--- src/rtl/pcs_pkg.sv ---
package pcs_pkg;

    localparam int WORD_W        = 32;
    localparam int TIME_W        = 31;
    localparam int CMD_W         = 3;
    localparam int CFG_IDX_W     = 4;
    localparam int DEF_FRAC_BITS = 16;

    typedef logic signed [WORD_W-1:0]   word_t;
    typedef logic signed [2*WORD_W-1:0] dword_t;
    typedef logic [TIME_W-1:0]          tval_t;

    localparam word_t WORD_MAX = {1'b0, {(WORD_W-1){1'b1}}};
    localparam word_t WORD_MIN = {1'b1, {(WORD_W-1){1'b0}}};

    // command codes carried by an input word
    typedef enum logic [CMD_W-1:0] {
        CMD_MEAS = 3'd0,
        CMD_SET  = 3'd1,
        CMD_TICK = 3'd2,
        CMD_EN   = 3'd3,
        CMD_DIS  = 3'd4,
        CMD_RST  = 3'd5
    } cmd_t;

    // configuration register map
    typedef enum logic [CFG_IDX_W-1:0] {
        REG_KP   = 4'd0,
        REG_TI   = 4'd1,
        REG_TD   = 4'd2,
        REG_DT   = 4'd3,
        REG_OMIN = 4'd4,
        REG_OMAX = 4'd5,
        REG_IMIN = 4'd6,
        REG_IMAX = 4'd7
    } reg_idx_t;

    typedef struct packed {
        word_t kp;
        tval_t ti;
        tval_t td;
        tval_t dt;
        word_t omin;
        word_t omax;
        word_t imin;
        word_t imax;
    } cfg_t;

    typedef enum logic [2:0] {
        MD_P,
        MD_KD,
        MD_NUM,
        MD_KIE,
        MD_STEP
    } mul_dst_t;

    typedef enum logic {
        DD_KI,
        DD_D
    } div_dst_t;

    typedef struct packed {
        logic     ld_meas;
        logic     ld_target;
        logic     clr_state;
        logic     diff;
        logic     mul_go;
        mul_dst_t mul_dst;
        logic     div_go;
        div_dst_t div_dst;
        logic     clr_ki;
        logic     upd_int;
        logic     sum;
        logic     emit;
    } dp_cmd_t;

    typedef struct packed {
        logic ti_zero;
        logic div_done;
        logic res_free;
    } dp_sts_t;

    typedef enum logic [3:0] {
        S_IDLE,
        S_DIFF,
        S_MP,
        S_MKD,
        S_WKD,
        S_MNUM,
        S_KI,
        S_WKI,
        S_MKIE,
        S_WKIE,
        S_MSTEP,
        S_WSTEP,
        S_INT,
        S_WD,
        S_SUM,
        S_EMIT
    } st_t;

    function automatic word_t sat_word(input dword_t v);
        word_t r;
        if (v > dword_t'(WORD_MAX))
            r = WORD_MAX;
        else if (v < dword_t'(WORD_MIN))
            r = WORD_MIN;
        else
            r = v[WORD_W-1:0];
        return r;
    endfunction

endpackage

--- src/rtl/pcs_ctrl.sv ---
module pcs_ctrl
    import pcs_pkg::*;
(
    input  logic             clk,
    input  logic             rst_n,
    input  logic             cmd_valid,
    input  logic [CMD_W-1:0] cmd_code,
    output logic             cmd_stall,
    input  dp_sts_t          sts,
    output dp_cmd_t          ctl
);

    st_t  state_reg;
    st_t  state_next;
    logic run_reg;
    logic run_next;

    always_ff @(posedge clk or negedge rst_n)
    begin
        if (!rst_n)
        begin
            state_reg <= S_IDLE;
            run_reg   <= 1'b0;
        end
        else
        begin
            state_reg <= state_next;
            run_reg   <= run_next;
        end
    end

    always_comb
    begin
        state_next = state_reg;
        run_next   = run_reg;
        ctl        = '0;
        cmd_stall  = 1'b1;
        case (state_reg)
            S_IDLE:
            begin
                cmd_stall = 1'b0;
                if (cmd_valid)
                begin
                    case (cmd_code)
                        CMD_MEAS: ctl.ld_meas   = 1'b1;
                        CMD_SET:  ctl.ld_target = 1'b1;
                        CMD_TICK:
                        begin
                            if (run_reg)
                                state_next = S_DIFF;
                        end
                        CMD_EN:   run_next = 1'b1;
                        CMD_DIS:  run_next = 1'b0;
                        CMD_RST:
                        begin
                            ctl.clr_state = 1'b1;
                            run_next      = 1'b0;
                        end
                        default:  run_next = run_reg;
                    endcase
                end
            end
            S_DIFF:
            begin
                ctl.diff   = 1'b1;
                state_next = S_MP;
            end
            S_MP:
            begin
                ctl.mul_go  = 1'b1;
                ctl.mul_dst = MD_P;
                state_next  = S_MKD;
            end
            S_MKD:
            begin
                ctl.mul_go  = 1'b1;
                ctl.mul_dst = MD_KD;
                state_next  = S_WKD;
            end
            S_WKD:
                state_next = S_MNUM;
            S_MNUM:
            begin
                ctl.mul_go  = 1'b1;
                ctl.mul_dst = MD_NUM;
                state_next  = S_KI;
            end
            S_KI:
            begin
                // zero Ti switches the integral path off
                if (sts.ti_zero)
                begin
                    ctl.clr_ki = 1'b1;
                    state_next = S_MKIE;
                end
                else
                begin
                    ctl.div_go  = 1'b1;
                    ctl.div_dst = DD_KI;
                    state_next  = S_WKI;
                end
            end
            S_WKI:
            begin
                if (sts.div_done)
                    state_next = S_MKIE;
            end
            S_MKIE:
            begin
                ctl.mul_go  = 1'b1;
                ctl.mul_dst = MD_KIE;
                state_next  = S_WKIE;
            end
            S_WKIE:
                state_next = S_MSTEP;
            S_MSTEP:
            begin
                ctl.mul_go  = 1'b1;
                ctl.mul_dst = MD_STEP;
                state_next  = S_WSTEP;
            end
            S_WSTEP:
                state_next = S_INT;
            S_INT:
            begin
                ctl.upd_int = 1'b1;
                ctl.div_go  = 1'b1;
                ctl.div_dst = DD_D;
                state_next  = S_WD;
            end
            S_WD:
            begin
                if (sts.div_done)
                    state_next = S_SUM;
            end
            S_SUM:
            begin
                ctl.sum    = 1'b1;
                state_next = S_EMIT;
            end
            S_EMIT:
            begin
                if (sts.res_free)
                begin
                    ctl.emit   = 1'b1;
                    state_next = S_IDLE;
                end
            end
            default:
                state_next = S_IDLE;
        endcase
    end

    a_tick_off: assert property (@(posedge clk) disable iff (!rst_n)
        (state_reg == S_IDLE && cmd_valid && cmd_code == CMD_TICK && !run_reg)
            |=> (state_reg == S_IDLE))
        else $error("tick while disabled started a control cycle");

    a_rst_cmd: assert property (@(posedge clk) disable iff (!rst_n)
        (state_reg == S_IDLE && cmd_valid && cmd_code == CMD_RST) |=> !run_reg)
        else $error("reset command left the loop enabled");

    a_div_done: assert property (@(posedge clk) disable iff (!rst_n)
        sts.div_done |-> (state_reg == S_WKI || state_reg == S_WD))
        else $error("division finished outside a wait state");

endmodule

--- config.mk ---
export PLATFORM = sky130hd
export DESIGN_NAME = pcs_ctrl
export DESIGN_NICKNAME = d
export VERILOG_FILES = /design/src/rtl/pcs_pkg.sv /design/src/rtl/pcs_ctrl.sv
export SDC_FILE = /design/constraint.sdc
export NUM_CORES = 1
export LEC_CHECK = 0
export ABC_AREA = 1
export ABC_CLOCK_PERIOD_IN_PS = 1560
export BUFFER_PORTS_ARGS = -buffer_cell sky130_fd_sc_hd__buf_2
export CAP_MARGIN = 20
export CORE_UTILIZATION = 35
export CTS_CLUSTER_DIAMETER = 40
export DETAILED_ROUTE_END_ITERATION = 10
export GPL_ROUTABILITY_DRIVEN = 0
export GPL_TIMING_DRIVEN = 1
export SYNTH_ARGS = -nofsm -noshare
export SYNTH_HDL_FRONTEND = slang
export SYNTH_SLANG_ARGS = --single-unit
--- constraint.sdc ---
create_clock -name clk -period 1.56 [get_ports clk]
set_input_delay 0.312 -clock clk [delete_from_list [all_inputs] [get_ports clk]]
set_output_delay 0.312 -clock clk [all_outputs]
set_load 0.005 [all_outputs]
======== Word-level counts from Yosys, hierarchy flattened ========
Index checks and enable logic that the tools add are counted.
storage, ports and cells
  register bits after elaboration ......... 5
  input port bits ......................... 9
  word-level logic and storage cells ...... 59
cells by class
  eq/ne operators ......................... 26
  muxes and demuxes ....................... 25
  reduce and logical (&&, ||, !) cells .... 6
operator list
  cell                  number
  $pmux W4 S16          1
  $eq A4 B4 Y1 const B  8
  $mux W4               7
  $pmux W4 S5           1
  $eq A4 B3 Y1 const B  4
  $mux W1               11
  $ne A2 B2 Y1 const B  5
  $eq A4 B2 Y1 const B  2
  $eq A3 B2 Y1 const B  2
  $eq A3 B3 Y1 const B  2
  $mux W3               2
  $reduce_and A6 Y1     1
  $eq A4 B1 Y1 const B  1
  $logic_not A4 Y1      1
  $pmux W2 S2           1
  $eq A3 B1 Y1 const B  1
  $logic_not A3 Y1      1
  $reduce_and A3 Y1     1
  $mux W2               1
  $ne A2 B1 Y1 const B  1
  $pmux W1 S2           1
  $reduce_bool A2 Y1    1
  $reduce_or A2 Y1      1

======== Longest topological paths before layout ========
Gate-level depths: netlist (run 1).
  depth after elaboration ................. 4
  depth in mapped cells ................... 8
  gate-level depth less buffers ........... 8

======== Worst setup path after synthesis (run 1) ========
Ideal clock, no wire load.
  path type ............................... register to output
  from .................................... register state_reg[1]
  to ...................................... output port ctl[11] (netlist bit)
  arrival time ............................ 1.062 ns
  required time ........................... 1.248 ns
  slack ................................... 0.186 ns
  stages on the path, launching flop included .. 8
  buffers on the path ..................... 0
  cells stage by stage .................... dfrtp_1 -> inv_2 -> nand2_4 -> nor2_4 -> inv_2 -> nor2_4 -> nand3_1 -> nor2_1
RTL lines
  what                      line            text
  start: declaration        pcs_ctrl.sv:13  st_t state_reg;
  start signal: assignment  pcs_ctrl.sv:27  state_reg <= state_next;
  end: declaration          pcs_ctrl.sv:10  output dp_cmd_t ctl

==> flow_summary.json, run 1 <==
{
  "final_max_slew_viol_count": 0,
  "power.density_nw_per_um2": 1900,
  "ys_seq_elements": 5,
  "cts_buffer_depth": 2,
  "place_area_um2": 709,
  "first_pass_iters": 4,
  "final_common_cell": "nand2_1",
  "synthCells": 97,
  "p_leak_uw": 0.000529,
  "antenna_found_initial": 0,
  "hpwl_mm": 1.15,
  "largest_register_ffs": 4,
  "fin_skew_ns": 0.00207,
  "yosysSeqAreaShare_pct": 22.6,
  "finalCritPeriodShare_pct": 105,
  "intPower_uw": 835,
  "drive_gt1_share_pct": 50.0,
  "setup_viol": 5,
  "htree_levels": 1,
  "grt_pass1_wl_mm": 2.75,
  "cts_sinks": 5,
  "start_util_pct": 40.0,
  "synth_top_area_cell": "dfrtp_1",
  "vias": 743,
  "worstSetupPathType": "flop to primary output",
  "clk_pin_slew_worst_paths_ns": 0.04,
  "max_cap_viol_count": 0,
  "slew_headroom_pct": 86.5,
  "yosysTopAreaCellShare_pct": 22.6,
  "wl_mm": 1.71,
  "synth.distinct_cells": 18,
  "antennaDiodeCount": 0,
  "grt_max_degree": 7,
  "p_sw_uw": 854,
  "violations": "negative setup slack",
  "reg2reg_slack_ns": 0.17,
  "cp_cell_sequence": "inv_2, nand2_4, nor2_4, inv_2, nor2_4, nand3_2, nor2_1, buf_2",
  "final_area_um2": 887,
  "power_frac_comb_pct": 77.0,
  "cts_buffers": 3,
  "worst_ep_required_time_ns": 1.25,
  "fmax_ghz": 0.612,
  "dp_slack_ns": 0.0687,
  "tritoncts": "built",
  "fp.dieArea_um2": 1740,
  "status": "finished with violations",
  "rows": 13,
  "drcViolationCount": 0,
  "hold_viol": 0,
  "io_buffers": 23,
  "grt-ovfl-total": 0,
  "detail_route.iter0.violations": 9,
  "worst_slew_pin_slew_ns": 0.202,
  "slowest_delay_ns": 0.39,
  "clkLatencyLatePin_ns": 0.23,
  "final_util_pct": 64.2,
  "track_usage_pct": 20.3,
  "clockRootBuffer": "clkbuf_4",
  "synth.top_cells.by_area": "dfrtp_1, nand2_1, nor2_1, inv_1, nand2_2",
  "post-route-min-period_ns": 1.63,
  "wl_per_cell_um": 11.2,
  "path_max_fanout": 3,
  "via_per_inst": 4.86,
  "seqPwrFrac_pct": 14.7,
  "arrival_ns": 1.32,
  "end_kind": "primary output",
  "slowest_stage": "dfrtp_1",
  "vdd_drop_max_v": 0.00116,
  "netSwitchingFraction_pct": 50.6,
  "rsz0062_at_grt": "yes",
  "synthToLayoutAreaGrowth_pct": 60.4,
  "pwr-share-clk_pct": 8.4,
  "cp-start-kind": "flop",
  "fin_nets": 148,
  "syn_nets": 106,
  "fin_ws_ns": -0.0747,
  "die_w_um": 41.8,
  "final_cell_mix": "nand2_1, buf_2, nor2_1",
  "grt_pass1_vias": 656,
  "ios": 24,
  "holdCritPathClass": "input pin to flop",
  "setup_tns_ns": -0.236,
  "die_h_um": 41.8,
  "syn_area_um2": 553,
  "core_um2": 1380,
  "syn_avg_cell_area_um2": 5.70,
  "yosysWarnings": 0,
  "antenna_left": 0
}
## cells in the mapped netlist (all sizes together)
| cell | number |
|---|---|
| a21oi | 1 |
| nand4 | 3 |
| o221ai | 1 |
| nand2 | 33 |
| nor3 | 1 |
| inv | 19 |
| nor2 | 22 |
| a31oi | 1 |
| dfrtp | 5 |
| o22ai | 1 |
| nand3 | 7 |
| o21ai | 3 |
## power groups by stage
stage / Clock (uW) / Combinational, uW / Sequential (uW)
global route: 153 / 1420 / 252
finish: 141 / 1300 / 248
floorplan: 0 / 620 / 262
detailed placement: 0 / 919 / 252
CTS: 149 / 1160 / 242
global placement: 0 / 922 / 248
## area by class of cell
type | count | area (um^2)
repair buffers | 37 | 223
clock buffers | 4 | 26.3
inverters | 19 | 71.3
fillers | 140 | 495
well taps | 15 | 18.8
flip-flops and latches | 5 | 125
multi-input cells | 73 | 423
## worst paths after layout
path                                                 end  cells after the start                      from
worst max register to register  state_reg[2]$_DFFE_PN0P_                      8  state_reg[3]$_DFFE_PN0P_
min in group asynchronous       state_reg[2]$_DFFE_PN0P_                      2                     rst_n
worst min register to register       run_reg$_DFFE_PN0P_                      2       run_reg$_DFFE_PN0P_
worst max-delay path                             ctl[13]                      8  state_reg[1]$_DFFE_PN0P_
max in group asynchronous            run_reg$_DFFE_PN0P_                      2                     rst_n
worst min-delay path                 run_reg$_DFFE_PN0P_                      3               cmd_code[1]
## per-stage QoR
| stage | std cells | total power [uW] | hold slack [ns] |
|---|---|---|---|
| after detailed placement | 138 | 1170 | 0.129 |
| after floorplan | 97 | 882 | 0.0164 |
| final | 153 | 1690 | 0.380 |
| after global routing | 153 | 1820 | 0.387 |
| after global placement | 138 | 1170 | 0.130 |
| after CTS | 152 | 1560 | 0.363 |
## cells by family after synthesis
logic type             share of synthesized area [%]
AOI/OAI and AO/OA                               7.47
buffers and inverters                           12.9
DFF                                             22.6
and+or+nand+nor                                 57.0
## metal layers
metal | share of wire, % | global-route usage [%] | up-vias
met2 | 48 | 33.8 | 20
met5 | 0 | 0 | -
met3 | 4.3 | 1.30 | 6
li1 | - | - | 383
met4 | 2.2 | 11.0 | 0
met1 | 46 | 25.9 | 334
## worst max-delay path, delay by kind of cell (launching register included)
family / cells / cell delay, ns
DFF: 1 / 0.39
and+or+nand+nor: 5 / 0.45
buffers and inverters: 3 / 0.25
## repair_timing
action,4_1_cts,5_1_grt
hold endpoints to repair,5,0
buffers inserted,9,1
gates resized for setup,11,8
endpoints found under the setup margin,5,13
hold buffers,1,0
pin swaps,4,1
Note: power is estimated with default switching activity, not from simulation.
==> run 2, diff against run 1 <==
--- a/config.mk
+++ b/config.mk
@@ -9,11 +9,14 @@
 export ABC_CLOCK_PERIOD_IN_PS = 1560
 export BUFFER_PORTS_ARGS = -buffer_cell sky130_fd_sc_hd__buf_2
 export CAP_MARGIN = 20
-export CORE_UTILIZATION = 35
+export CORE_UTILIZATION = 40
+export CTS_BUF_LIST = sky130_fd_sc_hd__clkbuf_4 sky130_fd_sc_hd__clkbuf_8
 export CTS_CLUSTER_DIAMETER = 40
 export DETAILED_ROUTE_END_ITERATION = 10
 export GPL_ROUTABILITY_DRIVEN = 0
 export GPL_TIMING_DRIVEN = 1
+export PLACE_DENSITY = 0.69
+export REMOVE_ABC_BUFFERS = 1
 export SYNTH_ARGS = -nofsm -noshare
 export SYNTH_HDL_FRONTEND = slang
 export SYNTH_SLANG_ARGS = --single-unit
==> flow_summary.json, run 2 (same netlist as run 1, synthesis figures left out) <==
{
  "cts_buffers": 3,
  "fmax_ghz": 0.598,
  "largest_register_ffs": 4,
  "setup_tns_ns": -0.528,
  "finalCritPeriodShare_pct": 107,
  "seqPwrFrac_pct": 14.7,
  "wl_mm": 1.59,
  "die_h_um": 39.2,
  "status": "finished with violations",
  "via_per_inst": 4.92,
  "wl_per_cell_um": 10.5,
  "post-route-min-period_ns": 1.67,
  "start_util_pct": 42.5,
  "intPower_uw": 844,
  "path_max_fanout": 3,
  "tritoncts": "built",
  "die_w_um": 39.2,
  "worstSetupPathType": "flop to primary output",
  "violations": "negative setup slack",
  "hpwl_mm": 1.13,
  "clkLatencyLatePin_ns": 0.23,
  "fin_ws_ns": -0.113,
  "rows": 13,
  "first_pass_iters": 4,
  "grt_pass1_wl_mm": 2.28,
  "clk_pin_slew_worst_paths_ns": 0.04,
  "netSwitchingFraction_pct": 49.0,
  "holdCritPathClass": "input pin to flop",
  "p_sw_uw": 813,
  "synthToLayoutAreaGrowth_pct": 58.6,
  "timing.rr.start": "state_reg[2]$_DFFE_PN0P_",
  "end_kind": "primary output",
  "fp.dieArea_um2": 1540,
  "detail_route.iter0.violations": 17,
  "dpl.cell_count": 138,
  "final_max_slew_viol_count": 0,
  "drcViolationCount": 0,
  "fin_skew_ns": 0.000117,
  "rsz0062_at_grt": "yes",
  "arrival_ns": 1.36,
  "setup_viol": 7,
  "cts_sinks": 5,
  "reg2reg_to": "state_reg[3]$_DFFE_PN0P_",
  "num-fill-cells": 122,
  "io_buffers": 23,
  "power_frac_comb_pct": 75.6,
  "track_usage_pct": 22.1,
  "layoutNonFillerInstCount": 152,
  "grt_pass1_vias": 578,
  "vdd_drop_max_v": 0.00102,
  "fin_hold_ws_ns": 0.372,
  "dp_slack_ns": 0.0526,
  "rr_worst_depth": 8,
  "holdCritStartpoint": "cmd_code[1]",
  "min_to": "run_reg$_DFFE_PN0P_",
  "p_total_uw": 1660,
  "worst_slew_pin_slew_ns": 0.197,
  "htree_levels": 1,
  "vias": 748,
  "drive_gt1_share_pct": 50.4,
  "holdPathStages": 3,
  "antenna_left": 0,
  "cp-start-kind": "flop",
  "cts_buffer_depth": 2,
  "max_cap_viol_count": 0,
  "antennaDiodeCount": 0,
  "final_cell_mix": "buf_2, nand2_1, nor2_1",
  "core_um2": 1300,
  "grt_max_degree": 7,
  "final_common_cell": "buf_2",
  "worst_ep_required_time_ns": 1.25,
  "antenna_found_initial": 0,
  "hold_viol": 0,
  "power.density_nw_per_um2": 1890,
  "reg2reg_slack_ns": 0.24,
  "fin_nets": 147,
  "pwr-share-clk_pct": 9.7,
  "p_leak_uw": 0.000529,
  "slew_headroom_pct": 86.7,
  "ios": 24,
  "grt-ovfl-total": 0,
  "clockRootBuffer": "clkbuf_4"
}
run 2: timing repair:
action / CTS / global route
gates resized for setup: 7 / 12
hold buffers: 1 / 0
endpoints found under the hold margin: 5 / 0
pin swaps: 6 / 8
buffers inserted: 8 / 2
endpoints found under the setup margin: 5 / 13
run 2: power by group through the flow:
| stage | Clock, uW | Sequential (uW) | Combinational (uW) |
|---|---|---|---|
| final | 160 | 243 | 1250 |
| after detailed placement | 0 | 249 | 921 |
| after global placement | 0 | 246 | 911 |
| after CTS | 170 | 240 | 1140 |
| after floorplan | 0 | 262 | 620 |
| after global routing | 183 | 247 | 1370 |
run 2: through the flow:
stage          area [um^2]  util, %
2_1_floorplan          553        -
3_3_place_gp           709     54.5
3_5_place_dp           709     54.5
4_1_cts                830     63.7
5_1_grt                877     67.4
6_report               877     67.4
run 2: worst max-delay path: stages (launching register included):
cell	delay, ns
dfrtp_1	0.40
inv_2	0.10
nand2_4	0.06
nor2_4	0.09
inv_2	0.05
nor2_4	0.11
nand3_2	0.08
nor2_1	0.10
buf_2	0.12
run 2: worst max path at each step:
stage                             start      end  slack [ns]  depth (start not counted)
4_1_cts        state_reg[3]$_DFFE_PN0P_  ctl[12]       -0.12                          8
3_5_place_dp   state_reg[3]$_DFFE_PN0P_  ctl[12]        0.05                          8
3_3_place_gp   state_reg[3]$_DFFE_PN0P_  ctl[11]        0.11                          8
5_1_grt        state_reg[1]$_DFFE_PN0P_  ctl[13]       -0.18                          8
2_1_floorplan  state_reg[1]$_DFFE_PN0P_  ctl[11]        0.19                          7
6_report       state_reg[2]$_DFFE_PN0P_  ctl[13]       -0.11                          8
run 2: final cells by class:
class                      instances  area [um^2]  area share [%]
multi-input combinational         73          413            47.1
tap                               15         18.8            2.14
clock buffer                       4         30.0            3.42
sequential                         5          125            14.3
inverter                          19         71.3            8.13
timing repair buffer              36          219            25.0
run 2: layer usage:
layer	GRT usage, %	share of wire [%]
met5	0	0
met4	12.1	0
met3	3.47	5.6
met2	34.6	50
met1	28.5	44
