## src/rtl/pcs_pkg.sv

```systemverilog
package pcs_pkg;

    localparam int WORD_W        = 32;
    localparam int TIME_W        = 31;
    localparam int CMD_W         = 3;
    localparam int CFG_IDX_W     = 4;
    localparam int DEF_FRAC_BITS = 16;

    typedef logic signed [WORD_W-1:0]   word_t;
    typedef logic signed [2*WORD_W-1:0] dword_t;
    typedef logic [TIME_W-1:0]          tval_t;

    localparam word_t WORD_MAX = {1'b0, {(WORD_W-1){1'b1}}};
    localparam word_t WORD_MIN = {1'b1, {(WORD_W-1){1'b0}}};

    // command codes carried by an input word
    typedef enum logic [CMD_W-1:0] {
        CMD_MEAS = 3'd0,
        CMD_SET  = 3'd1,
        CMD_TICK = 3'd2,
        CMD_EN   = 3'd3,
        CMD_DIS  = 3'd4,
        CMD_RST  = 3'd5
    } cmd_t;

    // configuration register map
    typedef enum logic [CFG_IDX_W-1:0] {
        REG_KP   = 4'd0,
        REG_TI   = 4'd1,
        REG_TD   = 4'd2,
        REG_DT   = 4'd3,
        REG_OMIN = 4'd4,
        REG_OMAX = 4'd5,
        REG_IMIN = 4'd6,
        REG_IMAX = 4'd7
    } reg_idx_t;

    typedef struct packed {
        word_t kp;
        tval_t ti;
        tval_t td;
        tval_t dt;
        word_t omin;
        word_t omax;
        word_t imin;
        word_t imax;
    } cfg_t;

    typedef enum logic [2:0] {
        MD_P,
        MD_KD,
        MD_NUM,
        MD_KIE,
        MD_STEP
    } mul_dst_t;

    typedef enum logic {
        DD_KI,
        DD_D
    } div_dst_t;

    typedef struct packed {
        logic     ld_meas;
        logic     ld_target;
        logic     clr_state;
        logic     diff;
        logic     mul_go;
        mul_dst_t mul_dst;
        logic     div_go;
        div_dst_t div_dst;
        logic     clr_ki;
        logic     upd_int;
        logic     sum;
        logic     emit;
    } dp_cmd_t;

    typedef struct packed {
        logic ti_zero;
        logic div_done;
        logic res_free;
    } dp_sts_t;

    typedef enum logic [3:0] {
        S_IDLE,
        S_DIFF,
        S_MP,
        S_MKD,
        S_WKD,
        S_MNUM,
        S_KI,
        S_WKI,
        S_MKIE,
        S_WKIE,
        S_MSTEP,
        S_WSTEP,
        S_INT,
        S_WD,
        S_SUM,
        S_EMIT
    } st_t;

    function automatic word_t sat_word(input dword_t v);
        word_t r;
        if (v > dword_t'(WORD_MAX))
            r = WORD_MAX;
        else if (v < dword_t'(WORD_MIN))
            r = WORD_MIN;
        else
            r = v[WORD_W-1:0];
        return r;
    endfunction

endpackage

```

## src/rtl/pcs_div.sv

```systemverilog
module pcs_div
    import pcs_pkg::*;
#(
    parameter int FRAC_BITS = DEF_FRAC_BITS
)
(
    input  logic                clk,
    input  logic                rst_n,
    input  logic                start,
    input  logic signed [WORD_W:0] numer,
    input  tval_t               denom,
    output logic                done,
    output word_t               quot
);

    // restoring divider, one quotient bit per cycle over |numer| << FRAC_BITS
    localparam int NUM_W = WORD_W + FRAC_BITS;
    localparam int CNT_W = $clog2(NUM_W + 1);

    logic [NUM_W-1:0]  n_reg;
    logic [TIME_W-1:0] rem_reg;
    tval_t             d_reg;
    logic              neg_reg;
    logic [CNT_W-1:0]  cnt_reg;
    logic              done_reg;

    logic              busy;
    logic [WORD_W:0]   mag;
    logic [WORD_W-1:0] trial;
    logic [WORD_W-1:0] diff;
    logic              ge;
    dword_t            qmag;

    assign busy  = (cnt_reg != '0);
    assign mag   = numer[WORD_W] ? -numer : numer;
    assign trial = {rem_reg, n_reg[NUM_W-1]};
    assign ge    = (trial >= {1'b0, d_reg});
    assign diff  = trial - {1'b0, d_reg};

    always_ff @(posedge clk or negedge rst_n)
    begin
        if (!rst_n)
        begin
            cnt_reg  <= '0;
            done_reg <= 1'b0;
        end
        else
        begin
            done_reg <= busy && (cnt_reg == CNT_W'(1));
            if (start)
                cnt_reg <= CNT_W'(NUM_W);
            else if (busy)
                cnt_reg <= cnt_reg - 1'b1;
        end
    end

    always_ff @(posedge clk)
    begin
        if (start)
        begin
            n_reg   <= {mag[WORD_W-1:0], {FRAC_BITS{1'b0}}};
            rem_reg <= '0;
            d_reg   <= denom;
            neg_reg <= numer[WORD_W];
        end
        else if (busy)
        begin
            n_reg   <= {n_reg[NUM_W-2:0], ge};
            rem_reg <= ge ? diff[TIME_W-1:0] : trial[TIME_W-1:0];
        end
    end

    // truncation toward zero, then saturate
    assign qmag = dword_t'({{(2*WORD_W-NUM_W){1'b0}}, n_reg});
    assign quot = sat_word(neg_reg ? -qmag : qmag);
    assign done = done_reg;

    a_start_idle: assert property (@(posedge clk) disable iff (!rst_n)
        start |-> (cnt_reg == '0))
        else $error("divider started while a division is in flight");

endmodule

```

## src/rtl/pcs_dp.sv

```systemverilog
module pcs_dp
    import pcs_pkg::*;
#(
    parameter int FRAC_BITS = DEF_FRAC_BITS
)
(
    input  logic    clk,
    input  logic    rst_n,
    input  dp_cmd_t ctl,
    input  cfg_t    cfg,
    input  word_t   sample,
    input  logic    res_stall,
    output dp_sts_t sts,
    output logic    res_valid,
    output word_t   drive_output,
    output word_t   error_value,
    output word_t   p_term,
    output word_t   i_term,
    output word_t   d_term
);

    function automatic word_t clamp(input word_t v, input word_t lo, input word_t hi);
        word_t t;
        t = (v < lo) ? lo : v;
        return (t > hi) ? hi : t;
    endfunction

    // controller state that survives between words
    word_t target_reg;
    word_t meas_reg;
    word_t prior_reg;
    word_t integ_reg;

    // per-tick working registers
    word_t err_reg;
    word_t delta_reg;
    word_t p_reg;
    word_t kd_reg;
    word_t num_reg;
    word_t ki_reg;
    word_t kie_reg;
    word_t step_reg;
    word_t dterm_reg;
    word_t y_reg;

    // shared multiplier stage
    dword_t   prod_reg;
    dword_t   prod_next;
    logic     mul_vld_reg;
    mul_dst_t mul_dst_reg;
    word_t    mul_a;
    word_t    mul_b;
    word_t    mul_res;

    div_dst_t div_dst_reg;
    logic signed [WORD_W:0] div_numer;
    tval_t    div_denom;
    logic     div_done;
    word_t    div_quot;

    // output register
    logic  res_vld_reg;
    word_t out_y_reg;
    word_t out_err_reg;
    word_t out_p_reg;
    word_t out_i_reg;
    word_t out_d_reg;

    tval_t dt_eff;
    logic signed [WORD_W:0]   err_wide;
    logic signed [WORD_W:0]   delta_wide;
    logic signed [WORD_W:0]   integ_wide;
    logic signed [WORD_W+1:0] total_wide;
    word_t integ_next;
    word_t y_next;

    assign dt_eff = (cfg.dt == '0) ? tval_t'(1) : cfg.dt;

    assign err_wide   = {target_reg[WORD_W-1], target_reg} - {meas_reg[WORD_W-1], meas_reg};
    assign delta_wide = {meas_reg[WORD_W-1], meas_reg} - {prior_reg[WORD_W-1], prior_reg};
    assign integ_wide = {integ_reg[WORD_W-1], integ_reg} + {step_reg[WORD_W-1], step_reg};
    assign total_wide = {{2{p_reg[WORD_W-1]}}, p_reg}
                      + {{2{integ_reg[WORD_W-1]}}, integ_reg}
                      + {{2{dterm_reg[WORD_W-1]}}, dterm_reg};

    assign integ_next = clamp(sat_word(dword_t'(integ_wide)), cfg.imin, cfg.imax);
    assign y_next     = clamp(sat_word(dword_t'(total_wide)), cfg.omin, cfg.omax);

    // multiplier operand select
    always_comb
    begin
        case (ctl.mul_dst)
            MD_P:
            begin
                mul_a = cfg.kp;
                mul_b = err_reg;
            end
            MD_KD:
            begin
                mul_a = cfg.kp;
                mul_b = $signed({1'b0, cfg.td});
            end
            MD_NUM:
            begin
                mul_a = kd_reg;
                mul_b = delta_reg;
            end
            MD_KIE:
            begin
                mul_a = ki_reg;
                mul_b = err_reg;
            end
            MD_STEP:
            begin
                mul_a = kie_reg;
                mul_b = $signed({1'b0, dt_eff});
            end
            default:
            begin
                mul_a = cfg.kp;
                mul_b = err_reg;
            end
        endcase
    end

    assign prod_next = mul_a * mul_b;
    // arithmetic shift floors the exact product
    assign mul_res   = sat_word(prod_reg >>> FRAC_BITS);

    // Ki = (Kp << F) / Ti, D = (-num << F) / dt
    assign div_numer = (ctl.div_dst == DD_KI) ? {cfg.kp[WORD_W-1], cfg.kp}
                                              : ~{num_reg[WORD_W-1], num_reg} + 1'b1;
    assign div_denom = (ctl.div_dst == DD_KI) ? cfg.ti : dt_eff;

    pcs_div #(
        .FRAC_BITS (FRAC_BITS)
    ) u_div (
        .clk   (clk),
        .rst_n (rst_n),
        .start (ctl.div_go),
        .numer (div_numer),
        .denom (div_denom),
        .done  (div_done),
        .quot  (div_quot)
    );

    always_ff @(posedge clk or negedge rst_n)
    begin
        if (!rst_n)
        begin
            target_reg <= '0;
            meas_reg   <= '0;
            prior_reg  <= '0;
            integ_reg  <= '0;
        end
        else if (ctl.clr_state)
        begin
            target_reg <= '0;
            meas_reg   <= '0;
            prior_reg  <= '0;
            integ_reg  <= '0;
        end
        else
        begin
            if (ctl.ld_meas)
                meas_reg <= sample;
            if (ctl.ld_target)
                target_reg <= sample;
            if (ctl.diff)
                prior_reg <= meas_reg;
            if (ctl.upd_int)
                integ_reg <= integ_next;
        end
    end

    always_ff @(posedge clk or negedge rst_n)
    begin
        if (!rst_n)
        begin
            mul_vld_reg <= 1'b0;
            mul_dst_reg <= MD_P;
            div_dst_reg <= DD_KI;
        end
        else
        begin
            mul_vld_reg <= ctl.mul_go;
            if (ctl.mul_go)
                mul_dst_reg <= ctl.mul_dst;
            if (ctl.div_go)
                div_dst_reg <= ctl.div_dst;
        end
    end

    always_ff @(posedge clk)
    begin
        if (ctl.mul_go)
            prod_reg <= prod_next;
        if (ctl.diff)
        begin
            err_reg   <= sat_word(dword_t'(err_wide));
            delta_reg <= sat_word(dword_t'(delta_wide));
        end
        if (mul_vld_reg)
        begin
            case (mul_dst_reg)
                MD_P:    p_reg    <= mul_res;
                MD_KD:   kd_reg   <= mul_res;
                MD_NUM:  num_reg  <= mul_res;
                MD_KIE:  kie_reg  <= mul_res;
                MD_STEP: step_reg <= mul_res;
                default: p_reg    <= mul_res;
            endcase
        end
        if (ctl.clr_ki)
            ki_reg <= '0;
        else if (div_done && div_dst_reg == DD_KI)
            ki_reg <= div_quot;
        if (div_done && div_dst_reg == DD_D)
            dterm_reg <= div_quot;
        if (ctl.sum)
            y_reg <= y_next;
    end

    // output word register
    always_ff @(posedge clk or negedge rst_n)
    begin
        if (!rst_n)
            res_vld_reg <= 1'b0;
        else if (ctl.emit)
            res_vld_reg <= 1'b1;
        else if (!res_stall)
            res_vld_reg <= 1'b0;
    end

    always_ff @(posedge clk)
    begin
        if (ctl.emit)
        begin
            out_y_reg   <= y_reg;
            out_err_reg <= err_reg;
            out_p_reg   <= p_reg;
            out_i_reg   <= integ_reg;
            out_d_reg   <= dterm_reg;
        end
    end

    assign sts.ti_zero  = (cfg.ti == '0);
    assign sts.div_done = div_done;
    assign sts.res_free = !res_vld_reg || !res_stall;

    assign res_valid    = res_vld_reg;
    assign drive_output = out_y_reg;
    assign error_value  = out_err_reg;
    assign p_term       = out_p_reg;
    assign i_term       = out_i_reg;
    assign d_term       = out_d_reg;

endmodule

```

## config.mk

```make
export PLATFORM = sky130hd
export DESIGN_NAME = pcs_dp
export DESIGN_NICKNAME = d
export VERILOG_FILES = /design/src/rtl/pcs_pkg.sv /design/src/rtl/pcs_div.sv /design/src/rtl/pcs_dp.sv
export SDC_FILE = /design/constraint.sdc
export NUM_CORES = 2
export LEC_CHECK = 0
export ABC_AREA = 1
export CAP_MARGIN = 10
export CORE_MARGIN = 3
export CORE_UTILIZATION = 50
export DETAILED_ROUTE_END_ITERATION = 8
export DONT_BUFFER_PORTS = 1
export PLACE_DENSITY_LB_ADDON = 0.05
export SETUP_SLACK_MARGIN = 0.2
export SLEW_MARGIN = 30
export SYNTH_ARGS = -nofsm -noshare
export SYNTH_HDL_FRONTEND = slang
export SYNTH_SLANG_ARGS = --single-unit
```

## constraint.sdc

```tcl
create_clock -name clk -period 9 [get_ports clk]
set_input_delay 1.35 -clock clk [delete_from_list [all_inputs] [get_ports clk]]
set_output_delay 1.35 -clock clk [all_outputs]
set_load 0.01 [all_outputs]
```

After elaboration in Yosys (flattened, before gate mapping):

Index checks and enable logic that the tools add are counted.

* add/sub/neg operators: 10
* $mul: 1
* divide/modulo/power cells: 0
* $lt $le $gt $ge: 17
* eq/ne operators: 10
* shifts and indexed selects: 0
* muxes and demuxes: 36
* bitwise gates (word level): 3
* reduce and logical (&&, ||, !) cells: 20

Operators with widths (count)
* two-way mux 32 bit: 23
* one-hot mux 32 bit (3 select lines): 2
* greater-than comparator 33 x 32 -> 1 bit (second input constant): 3
* < comparator 33 x 32 -> 1 bit (second input constant): 3
* two-way mux 48 bit: 2
* two-way mux 31 bit: 3
* adder 32 x 32 -> 33 bit: 2
* subtractor 32 x 32 -> 33 bit: 2
* greater-than comparator 32 bit: 2
* greater-than comparator 64 x 32 -> 1 bit (second input constant): 1
* < comparator 32 bit: 2
* < comparator 64 x 32 -> 1 bit (second input constant): 1
* multiplier 32 x 32 -> 64 bit: 1
* two-way mux 64 bit: 1
* negator 48 -> 64 bit: 1
* logical NOT 31 bit: 2
* greater-than comparator 48 x 32 -> 1 bit (second input constant): 1
* < comparator 48 x 32 -> 1 bit (second input constant): 1
* adder 33 x 32 -> 34 bit: 1
* greater-than comparator 34 x 32 -> 1 bit (second input constant): 1
* < comparator 34 x 32 -> 1 bit (second input constant): 1
* adder 33 x 1 -> 33 bit (second input constant): 1
* two-way mux 33 bit: 1
* inverter 33 bit: 1
* 19 further kinds: 38

* flip-flop bits (word level): 796
* bits in latches: 0
* RAM bits: 0
* ROM bits: 0
* input bits: 302
* output and inout port bits: 164
* logic and storage cells: 128
* memories: 0

Depth between registers and ports, before layout:

* depth after elaboration: 10
* mapped depth: 54
* depth with buffers taken out: 51

Hierarchy:

Synthesis repeated with hierarchy kept, for this count alone.

* cells, all modules: 9855
* area total of the unflattened synthesis: 83229.8 um^2

By module, submodules not included
* pcs_dp: times used 1, cells an instance 8502, area each 74022.2 um^2, seq. area each 18888.1 um^2
* pcs_div: times used 1, cells an instance 1353, area each 9207.6 um^2, seq. area each 3037.9 um^2

Worst setup path after synthesis:

OpenSTA, ideal clock, no wires.

* kind: in2reg
* from: input port ctl[7] (netlist bit)
* to: register prod_reg[62] (data pin)
* library setup time: 258 ps
* arrival time: 9325 ps
* data required time: 8742 ps
* slack: -583 ps
* stages: 28
* path buffers: 2
* cells stage by stage: nor3_1 -> nor3_4 -> clkinv_2 -> clkbuf_1 -> buf_1 -> nand4_1 -> o21ai_0 -> nor2_1 -> fa_1 -> fa_1 -> fa_1 -> fa_1 -> fa_1 -> fa_1 -> fa_1 -> inv_1 -> fa_1 -> inv_1 -> ha_1 -> nand2_1 -> nor2_1 -> inv_1 -> nor4_1 -> nand4_1 -> nand2_1 -> nand3b_1 -> nand2_1 -> xor2_1

* longest elaborated chain between the ends: 3
* elaborated cells on any way between the ends: 7
* classes of those cells: 1 x mul; 4 x eq/ne; 2 x mux

RTL lines
* from (decl): RTL line pcs_dp.sv:9 `input dp_cmd_t ctl,`
* equality test 3 bit, or another cell as far along: RTL line pcs_dp.sv:92 `case (ctl.mul_dst)`
* one-hot mux 32 bit (3 select lines): RTL line pcs_dp.sv:92
* multiplier 32 x 32 -> 64 bit *: RTL line pcs_dp.sv:126 `assign prod_next = mul_a * mul_b;`
* via prod_next[62]: RTL line pcs_dp.sv:48 `dword_t prod_next;`
* to (signal assigned): RTL line pcs_dp.sv:197 `prod_reg <= prod_next;`
* to (decl): RTL line pcs_dp.sv:47 `dword_t prod_reg;`

The timed path passes the listed nets; every way through them passes the cells marked *.
A chain may end at the register's enable or synchronous reset.

Final worst setup path:

Same ends and word-level chain as after synthesis.

==> impl_metrics.py <==
metrics = {
    "floorplan": {
        "num_io_pins": 466,
        "fp.coreArea_sq_um": 163000,
        "chipHeight_microns": 411,
        "initial_utilization_pct": 50.4,
        "fp.dieW_microns": 411,
        "core.rowCount": 148,
        "die-area_sq_um": 169000,
    },
    "synth": {
        "synth.top_cells.by_count": "nand2_1, inv_1, fa_1",
        "synth_flop_cell": "edfxtp_1",
        "synth_top_family_by_area": "adder cells",
        "syn_nets": 11400,
        "synth_compound_area_share_pct": 7.88,
        "synthArstFlopShare_pct": 18.1,
        "synth_xor_area_share_pct": 2.97,
        "synthSimpleGateAreaFrac_pct": 17.3,
        "syn_inst": 9557,
        "yosys_warnings": 0,
        "yosys-mux-area-fraction_pct": 0.0122,
        "synth_top_area_share_pct": 27.3,
        "syn_area_sq_um": 82100,
        "ys_ff_latch": 780,
        "synth_fa_ha_area_share_pct": 34.5,
        "synth_largest_area_cell": "fa_1",
        "synth.area.top_cells": "fa_1, edfxtp_1, nand2_1",
        "synth_most_common_cell": "nand2_1",
        "syn_avg_cell_area_sq_um": 8.59,
        "synth_cell_types": 66,
        "synth_edf_count": 560,
        "yosysSeqAreaShare_pct": 26.7,
    },
    "detailed_routing": {
        "vias": 69600,
        "drt_iter0_drc": 6550,
        "viasPerCell": 5.52,
        "antenna_left": 0,
        "drc_errors": 0,
        "dr.pass1.iters": 6,
        "wire_per_inst_microns": 24.9,
        "drt-total-wl_mm": 314,
    },
    "setup_path": {
        "crit_arrival_ps": 9200,
        "path_max_fanout": 6,
        "worstSetupStartpointType": "input port",
        "crit_top_cell": "fa_1",
        "worst_path_largest_cell_delay_ps": 600,
        "timing.rr.start": "integ_reg[1]",
        "critical_path_required_ps": 9490,
        "path_class": "input port to flop",
        "crit_start": "ctl[7]",
        "worstSetupEndpointType": "flop",
        "cp_slowest_cell": "fa_2",
    },
    "layout": {
        "fin_area_sq_um": 98300,
        "drive_gt1_share_pct": 15.7,
        "n_fill_cell": 14700,
        "area_delta_synth_final_pct": 19.7,
        "nNetsFinal": 12200,
    },
    "timing": {
        "setup_ws_ps": 290,
        "drv_slew": 0,
        "period_minus_slack_ps": 8710,
        "max_slew_margin_pct": 29.5,
        "rsz0062_at_grt": "true",
        "fmaxAchievable_ghz": 0.115,
        "worstMarginPinSlew_ps": 1050,
        "hold_viol": 0,
        "period_share_pct": 96.8,
        "final.setup_skew_ps": 66.0,
        "setup_violations": 0,
    },
    "placement": {
        "place_hpwl_mm": 258,
        "finalWeightedCongestion": 1.01,
        "place_area_sq_um": 91600,
        "port_buffers": 0,
        "pre_cts_ws_ps": -1180,
    },
    "hold_path": {
        "hp-class": "input port to asynchronous set/reset pin",
    },
    "global_routing": {
        "grt_use_total_pct": 36.4,
        "gr-total-overflow": 0,
        "grt_pass1_vias": 68700,
        "antenna_found_initial": 55,
        "grt_pass1_wl_mm": 450,
        "grt_max_degree": 162,
    },
    "clock_network": {
        "cts_htree_levels": 3,
        "insertion_delay_ps": 740,
        "numCtsBuffers": 89,
        "cts.path.max_buffers": 3,
        "clk_pin_slew_ps": 70,
        "numClockSinks": 780,
        "clk_root_buffer_cell": "clkbuf_16",
        "hold_buffers": 0,
        "cts_tree": "built",
    },
    "run": {
        "maxCapViolations": 0,
    },
    "run_status": {
        "status": "finished, final reports clean",
    },
}
## cells in the final DEF (no fill, tap or decap), drive strengths merged, types with 20 or more instances in the layout
cell type	count
diode	85
a211oi	27
o21ai	457
xnor2	92
edfxtp	560
inv	1941
dfrtp	141
nor4	53
a31oi	45
dfxtp	79
nor2	625
o211ai	20
fa	1118
nand4	82
xor2	186
a221oi	30
nand2	2216
buf	949
clkinv	39
nor3	71
o21bai	20
a21oi	396
o31ai	42
nand3	368
clkbuf	137
and2	34
o22ai	22
ha	471
## per-stage QoR
stage	std cells	utilization (%)	setup TNS (ps)	hold WS [ps]
finish	12600	60.3	0	356
global route	12600	60.3	0	332
global placement	12300	56.2	-29230	400
CTS	12400	58.5	0	282
detailed placement	12300	56.2	-31890	405
floorplan	9557	-	0	400
## final timing paths
path / endpoint / slack [ps] / cells past startpoint
worst min register to register: drive_output[29] / 410 / 0
worst max register to register: y_reg[19] / 880 / 46
min in group clk: drive_output[29] / 410 / 0
worst max-delay path: prod_reg[62] / 290 / 41
worst min-delay path: mul_dst_reg[1] / 360 / 0
max in group asynchronous: target_reg[29] / 7840 / 0
## worst max-delay path, delay by kind of cell
family | cells | cell delay, ps
AO/OA/AOI/OAI | 2 | 180
XOR/XNOR | 1 | 60
adder cells (fa/ha/maj) | 9 | 4380
buffers and inverters | 17 | 1790
AND/OR/NAND/NOR | 12 | 1390
## logic make-up after synthesis
logic type / count (synthesis)
and+or+nand+nor: 3475
buffers and inverters: 2298
adders and majority gates: 1589
AOI/OAI and AO/OA: 1136
DFF: 780
xor gates and xnor gates: 278
muxes: 1
## repair_timing
| item | 4_1_cts | 5_1_grt |
|---|---|---|
| buffers inserted | 10 | 65 |
| setup endpoints to repair | 38 | 74 |
| gates resized for setup | 141 | 447 |
| gates cloned | 1 | 23 |
| pin swaps | 47 | 254 |
## per-layer routing
| metal | vias to the layer above | global-route usage (%) | part of all wire (%) |
|---|---|---|---|
| li1 | 31400 | - | - |
| met1 | 34600 | 48.3 | 40 |
| met2 | 2911 | 56.4 | 45 |
| met3 | 664 | 5.87 | 7.8 |
| met4 | 2 | 21.9 | 6.9 |
| met5 | - | 0 | 0.0041 |
## cell type report
cell class                      count  area, sq um  share of cell area (%)
Timing Repair Buffer              968         9460                    9.63
Sequential cell                   780        21900                    22.3
Antenna cell                       85          213                   0.216
Clock buffer                      118         2450                    2.49
Multi-Input combinational cell   6480        53400                    54.4
Clock inverter                     47          616                   0.626
Tap cell                         2175         2720                    2.77
Inverter                         1956         7450                    7.58
Timing Repair inverter              1         7.51                 0.00764
Power is not shown: default switching activity piles up to over one toggle a cycle in this logic, so the estimate is an artifact.
